## src/sv/trcc_pkg.sv

```systemverilog
package trcc_pkg;

  // config register indexes
  localparam logic CFG_HEADER_MODE = 1'b0;
  localparam logic CFG_DATA_LENGTH = 1'b1;

  localparam int CFG_DATA_W = 13;
  localparam logic [CFG_DATA_W-1:0] DATA_LENGTH_RESET = 13'd6272;

  // header check modes (3 behaves as unchecked)
  localparam logic [1:0] HM_ZERO = 2'd0;
  localparam logic [1:0] HM_SYNC = 2'd1;
  localparam logic [1:0] HM_NONE = 2'd2;

  // status codes
  localparam logic [1:0] ST_OK   = 2'd0;
  localparam logic [1:0] ST_HDR  = 2'd1;
  localparam logic [1:0] ST_LEN  = 2'd2;
  localparam logic [1:0] ST_CSUM = 2'd3;

  // result kinds
  localparam logic KIND_DATA   = 1'b0;
  localparam logic KIND_STATUS = 1'b1;

  typedef enum logic [6:0] {
    PH_IDLE  = 7'b0000001,
    PH_CHK1  = 7'b0000010,
    PH_LEN1  = 7'b0000100,
    PH_LEN2  = 7'b0001000,
    PH_DATA  = 7'b0010000,
    PH_TRAIL = 7'b0100000,
    PH_CSUM  = 7'b1000000
  } phase_t;

  typedef struct packed {
    logic        kind;
    logic [15:0] word;
    logic [1:0]  status;
    logic [15:0] chk1;
    logic [15:0] len2;
    logic [15:0] sync;
  } res_t;

  // EOR then rotate right by one
  function automatic logic [15:0] sum_step(input logic [15:0] sum, input logic [15:0] w);
    logic [15:0] s;
    s = sum ^ w;
    return {s[0], s[15:1]};
  endfunction

endpackage

```

## src/sv/trcc_seq.sv

```systemverilog
module trcc_seq #(
  parameter int MAX_DATA_BYTES = 8190
) (
  input  logic                            clk,
  input  logic                            rst,
  input  logic                            cfg_wr_en,
  input  logic                            cfg_index,
  input  logic [trcc_pkg::CFG_DATA_W-1:0] cfg_data,
  input  logic                            take,
  input  logic                            start_req,
  input  logic [15:0]                     data_word,
  input  logic [15:0]                     sync_word,
  output logic                            res_push,
  output trcc_pkg::res_t                  res
);

  localparam int WL_W = $clog2(MAX_DATA_BYTES / 2 + 1);
  localparam logic [15:0] MAX_BYTES = 16'(MAX_DATA_BYTES);

  logic [1:0]                      header_mode;
  logic [trcc_pkg::CFG_DATA_W-1:0] data_length_bytes;

  trcc_pkg::phase_t phase, phase_next;
  logic [WL_W-1:0]  words_left, words_left_next;
  logic [15:0]      running_sum, running_sum_next;
  logic [15:0]      held_chk1, held_chk1_next;
  logic [15:0]      held_len2, held_len2_next;
  logic [15:0]      held_sync, held_sync_next;

  logic [15:0]     len16;
  logic [15:0]     eff_bytes;
  logic [WL_W-1:0] word_count;
  logic [WL_W-1:0] wl_dec;
  logic [15:0]     sum_w;
  logic            hdr_bad;

  assign len16      = {3'b000, data_length_bytes};
  assign eff_bytes  = (len16 > MAX_BYTES) ? MAX_BYTES : len16;
  assign word_count = WL_W'(eff_bytes >> 1);
  assign wl_dec     = words_left - WL_W'(1);
  assign sum_w      = trcc_pkg::sum_step(running_sum, data_word);
  assign hdr_bad    = ((header_mode == trcc_pkg::HM_ZERO) && (data_word != 16'h0000)) ||
                      ((header_mode == trcc_pkg::HM_SYNC) && (data_word != sync_word));

  always_comb begin
    phase_next       = phase;
    words_left_next  = words_left;
    running_sum_next = running_sum;
    held_chk1_next   = held_chk1;
    held_len2_next   = held_len2;
    held_sync_next   = held_sync;
    res_push         = 1'b0;
    res              = '0;
    res.kind         = trcc_pkg::KIND_STATUS;

    if (start_req) begin
      held_sync_next   = sync_word;
      held_chk1_next   = '0;
      held_len2_next   = '0;
      words_left_next  = '0;
      if (hdr_bad) begin
        running_sum_next = '0;
        phase_next       = trcc_pkg::PH_IDLE;
        res_push         = 1'b1;
        res.status       = trcc_pkg::ST_HDR;
      end else begin
        running_sum_next = trcc_pkg::sum_step(16'h0000, data_word);
        phase_next       = trcc_pkg::PH_CHK1;
      end
    end else begin
      unique case (phase)
        trcc_pkg::PH_IDLE: begin
        end
        trcc_pkg::PH_CHK1: begin
          held_chk1_next   = data_word;
          running_sum_next = sum_w;
          phase_next       = trcc_pkg::PH_LEN1;
        end
        trcc_pkg::PH_LEN1: begin
          if (data_word != len16) begin
            res_push        = 1'b1;
            res.status      = trcc_pkg::ST_LEN;
            phase_next      = trcc_pkg::PH_IDLE;
            words_left_next = '0;
          end else begin
            running_sum_next = sum_w;
            words_left_next  = word_count;
            phase_next       = trcc_pkg::PH_LEN2;
          end
        end
        trcc_pkg::PH_LEN2: begin
          held_len2_next   = data_word;
          running_sum_next = sum_w;
          phase_next       = (words_left == '0) ? trcc_pkg::PH_TRAIL : trcc_pkg::PH_DATA;
        end
        trcc_pkg::PH_DATA: begin
          running_sum_next = sum_w;
          res_push         = 1'b1;
          res.kind         = trcc_pkg::KIND_DATA;
          res.word         = data_word;
          if (words_left != '0) begin
            words_left_next = wl_dec;
            if (wl_dec == '0) phase_next = trcc_pkg::PH_TRAIL;
          end else begin
            phase_next = trcc_pkg::PH_TRAIL;
          end
        end
        trcc_pkg::PH_TRAIL: begin
          running_sum_next = sum_w;
          phase_next       = trcc_pkg::PH_CSUM;
        end
        trcc_pkg::PH_CSUM: begin
          res_push        = 1'b1;
          res.status      = (data_word == running_sum) ? trcc_pkg::ST_OK : trcc_pkg::ST_CSUM;
          phase_next      = trcc_pkg::PH_IDLE;
          words_left_next = '0;
        end
        default: begin
          phase_next = trcc_pkg::PH_IDLE;
        end
      endcase
    end

    // status items carry the capture as it stands after this word
    if (res.kind == trcc_pkg::KIND_STATUS) begin
      res.chk1 = held_chk1_next;
      res.len2 = held_len2_next;
      res.sync = held_sync_next;
    end
    if (!take) res_push = 1'b0;
  end

  always_ff @(posedge clk) begin
    if (rst) begin
      header_mode       <= trcc_pkg::HM_ZERO;
      data_length_bytes <= trcc_pkg::DATA_LENGTH_RESET;
    end else if (cfg_wr_en) begin
      if (cfg_index == trcc_pkg::CFG_HEADER_MODE) header_mode <= cfg_data[1:0];
      else                                        data_length_bytes <= cfg_data;
    end
  end

  always_ff @(posedge clk) begin
    if (rst) begin
      phase       <= trcc_pkg::PH_IDLE;
      words_left  <= '0;
      running_sum <= '0;
      held_chk1   <= '0;
      held_len2   <= '0;
      held_sync   <= '0;
    end else if (take) begin
      phase       <= phase_next;
      words_left  <= words_left_next;
      running_sum <= running_sum_next;
      held_chk1   <= held_chk1_next;
      held_len2   <= held_len2_next;
      held_sync   <= held_sync_next;
    end
  end

endmodule

```

## config.mk

```make
export PLATFORM = sky130hd
export DESIGN_NAME = trcc_seq
export DESIGN_NICKNAME = d
export VERILOG_FILES = /design/src/sv/trcc_pkg.sv /design/src/sv/trcc_seq.sv
export SDC_FILE = /design/constraint.sdc
export NUM_CORES = 1
export LEC_CHECK = 0
export BUFFER_PORTS_ARGS = -buffer_cell sky130_fd_sc_hd__clkbuf_2
export CORE_MARGIN = 1.5
export CORE_UTILIZATION = 40
export CTS_CLUSTER_DIAMETER = 60
export CTS_CLUSTER_SIZE = 8
export DETAILED_ROUTE_END_ITERATION = 8
export SLEW_MARGIN = 40
export SYNTH_ARGS = -nofsm -noshare
export SYNTH_HDL_FRONTEND = slang
export SYNTH_SLANG_ARGS = --single-unit
```

## constraint.sdc

```tcl
create_clock -name clk -period 3.6 [get_ports clk]
set_input_delay 0.36 -clock clk [delete_from_list [all_inputs] [get_ports clk]]
set_output_delay 0.36 -clock clk [all_outputs]
set_load 0.1 [all_outputs]
```

==> flow_metrics.py <==
metrics = {
    "outcome": {
        "status": "finished clean",
    },
    "placed_design": {
        "port_buffers": 118,
        "dpl.hpwl_um": 13600,
        "gp_congestion": 0.892,
        "pre_cts_slack_ns": 0.768,
    },
    "power_and_ir_drop": {
        "power-per-cell-area_nw_per_um2": 334,
        "power_switching_uw": 744,
        "cellLeakagePower_uw": 0.00258,
        "clkPwrFrac_pct": 36.3,
        "comb_power_share_pct": 17.3,
        "power_frac_seq_pct": 46.4,
        "ir_worst_vdd_mv": 0.239,
        "intPower_uw": 1700,
        "power.share.switching_pct": 30.4,
    },
    "synthesis": {
        "synth_compound_area_share_pct": 23.8,
        "synthTopCellsByCount": "nand2_1 (183), dfxtp_1 (98), a21oi_1 (87)",
        "synth_area_um2": 5990,
        "yosys_warnings": 0,
        "async_flop_share_pct": 0,
        "yosys.area_share.simple_pct": 27.4,
        "syn_area_per_cell_um2": 7.38,
        "synth_ff_type": "dfxtp_1",
        "synth_cells": 812,
        "synth_fp_nets": 865,
        "synth-seq-cells": 98,
        "synth.most_common_cell": "nand2_1",
        "synth.top_cells.by_area": "dfxtp_1 (33%), nand2_1 (11%), a21oi_1 (7.3%)",
        "synth_top_area_share_pct": 32.7,
        "synth_top_area_cell": "dfxtp_1",
        "synth.yosys.seq_area_share_pct": 32.7,
        "synth_top_family_by_area": "simple AND/OR/NAND/NOR gates",
        "synth-adder-area-share_pct": 0.418,
        "synth_cell_types": 60,
        "synth_mux_area_share_pct": 0.501,
        "synthXorXnorAreaFrac_pct": 8.04,
        "synth_enable_flop_cells": 0,
    },
    "hold_path": {
        "hp-start": "cfg_data[8]",
        "min_to": "data_length_bytes[8]$_SDFFE_PP0P_",
        "hold_depth": 3,
        "hold_path_class": "in2reg",
    },
    "critical_path": {
        "cp-start-kind": "flop",
        "reg2regPathDepth": 8,
        "cp-end-kind": "output port",
        "cp_cell_sequence": "or4_4 -> or2_0 -> or4_1 -> o21ai_1 -> clkbuf_2",
        "cp_slowest_stage_delay_ns": 0.62,
        "cp.required_ns": 3.24,
        "path_delay_family": "simple AND/OR/NAND/NOR gates",
        "rrSetupSlack_ns": 0.76,
        "cp_slowest_cell": "or4_4",
        "r2r-end": "phase[5]$_SDFFE_PP0P_",
        "rr_startpoint": "words_left[1]$_SDFFE_PP0P_",
        "startpoint": "phase[0]$_SDFFE_PP1P_",
        "worstSetupPathType": "reg2out",
        "cp_max_fo": 7,
        "critPathArrivalTime_ns": 2.84,
        "critPathBufInv": 1,
    },
    "global_route": {
        "antenna_found_initial": 0,
        "grt_pass1_vias": 5463,
        "grt_max_degree": 70,
        "grt-ovfl-total": 0,
        "grt_pass1_wl_um": 30400,
        "grtUsageTotal_pct": 24.3,
    },
    "floorplan": {
        "start_util_pct": 41.1,
        "coreArea_um2": 14600,
        "fp.dieW_um": 125,
        "num_rows": 44,
        "chipHeight_um": 125,
        "ioPinCount": 119,
        "die-area_um2": 15700,
    },
    "sta": {
        "setup_tns_ns": 0,
        "tightestPinTransition_ns": 0.836,
        "setup_viol": 0,
        "rsz0062_at_grt": "no",
        "slew_headroom_pct": 44.1,
        "final_max_slew_viol_count": 0,
        "final.period_utilization_pct": 88.9,
        "fmax_ghz": 0.313,
        "skew_ns": 0.00670,
        "hold_viol": 0,
        "post-route-min-period_ns": 3.20,
        "setup_ws_ns": 0.401,
    },
    "route": {
        "routed_wirelength_um": 19400,
        "drtIter0Drc": 588,
        "dr.pass1.iters": 7,
        "wl_met1_um": 8580,
        "drt.antenna.violating_nets": 0,
        "num_vias": 6104,
        "wl_met3_um": 1320,
        "routedWlPerCell_um": 18.0,
        "route.met2.wl_um": 9010,
        "top_layer": "met4",
        "drc": 0,
        "avgViaCountPerCell": 5.68,
    },
    "flow_run": {
        "drv_cap": 0,
    },
    "cells_and_area": {
        "diodes": 0,
        "nets": 942,
        "multi_input_area_um2": 3600,
        "fillers": 1428,
        "seqCellArea_um2": 1960,
        "final_layout_size_suffix_gt1_share_pct": 19.6,
        "area_growth_pct": 22.2,
    },
    "clocking": {
        "cts_resized": 0,
        "h-tree-depth": 3,
        "clk_path_buf_depth": 2,
        "cts.sinks": 98,
        "cts_tree": "done",
        "cts_buffers": 9,
        "path_clk_slew_ns": 0.06,
        "post_cts_buffers": 0,
        "clk_latency_ns": 0.35,
        "ctsHoldBuffers": 0,
        "root_buffer": "clkbuf_16",
    },
}
==> cell type report <==
type	count	area share [%]
Multi-Input combinational cell	630	49.2
Inverter	12	0.615
Tap cell	184	3.14
Clock inverter	2	0.222
Sequential cell	98	26.8
Clock buffer	11	3.32
Timing Repair Buffer	138	16.7
==> cells by family after synthesis <==
logic type | after synthesis
compound gates | 220
fa+ha+maj | 2
mux | 3
xor+xnor | 55
buf+inv | 84
simple gates | 350
flops | 98
==> per-layer routing <==
| metal | global-route usage [%] | vias to the layer above |
|---|---|---|
| li1 | - | 2957 |
| met1 | 32.9 | 2900 |
| met2 | 38.2 | 215 |
| met3 | 5.91 | 32 |
| met4 | 7.89 | 0 |
| met5 | 0 | - |
==> registers in the layout, indices dropped and copies added, names as in the netlist <==
register and flops:
held_sync 16, header_mode 2, held_len2 16, data_length_bytes 13, running_sum 16, phase 7
words_left 12, held_chk1 16
==> metrics by stage <==
stage / utilization (%) / hold slack, ns / std cells / total power (uW) / instance area (um^2)
after CTS: 50.2 / 0.227 / 1075 / 2460 / 7320
after floorplan: - / 0.437 / 812 / 1470 / 5990
after global placement: 48.4 / 0.444 / 1062 / 1580 / 7060
final: 50.2 / 0.235 / 1075 / 2450 / 7320
after global routing: 50.2 / 0.231 / 1075 / 2540 / 7320
after detailed placement: 48.4 / 0.451 / 1062 / 1580 / 7060
==> tightest hold or removal path, cell delays in order <==
cell and delay (ns):
clkbuf_2 0.08, nand2_1 0.05, a21oi_1 0.05
==> power groups by stage <==
stage	Clock (uW)	Sequential (uW)	Combinational (uW)
final	888	1130	423
after global routing	954	1140	453
after CTS	905	1130	421
after detailed placement	0	1160	420
after global placement	0	1160	419
after floorplan	0	1150	321
==> worst max path at each step <==
stage,depth (start not counted),slack [ns],endpoint
after detailed placement,7,0.77,res_push
after floorplan,6,0.06,res[0]
after global placement,7,0.74,res_push
after global routing,5,0.33,res[48]
final,5,0.40,res[48]
after CTS,5,0.40,res[48]
==> layout by cell type, fill, tap and decap left out, drive strengths merged, types with 2 or more instances in the layout <==
| cell type | instances |
|---|---|
| nand3 | 14 |
| nand2b | 5 |
| nor2 | 66 |
| a31oi | 15 |
| a32oi | 2 |
| buf | 53 |
| nand4b | 3 |
| nor4b | 3 |
| ha | 2 |
| a311oi | 2 |
| o41ai | 5 |
| or4 | 6 |
| inv | 11 |
| xnor2 | 32 |
| nand4 | 9 |
| nor3 | 15 |
| or4b | 3 |
| nand2 | 184 |
| a22oi | 38 |
| clkinv | 2 |
| mux2i | 3 |
| xor2 | 23 |
| a41oi | 2 |
| nor3b | 2 |
| o211ai | 4 |
| nor4 | 10 |
| o31a | 2 |
| dfxtp | 98 |
| and4b | 2 |
| and2 | 21 |
| nor2b | 3 |
| a211oi | 15 |
| a21oi | 87 |
| nand3b | 2 |
| clkbuf | 96 |
| o22ai | 4 |
| o21ai | 42 |
Power figures use the tool's default switching activity.
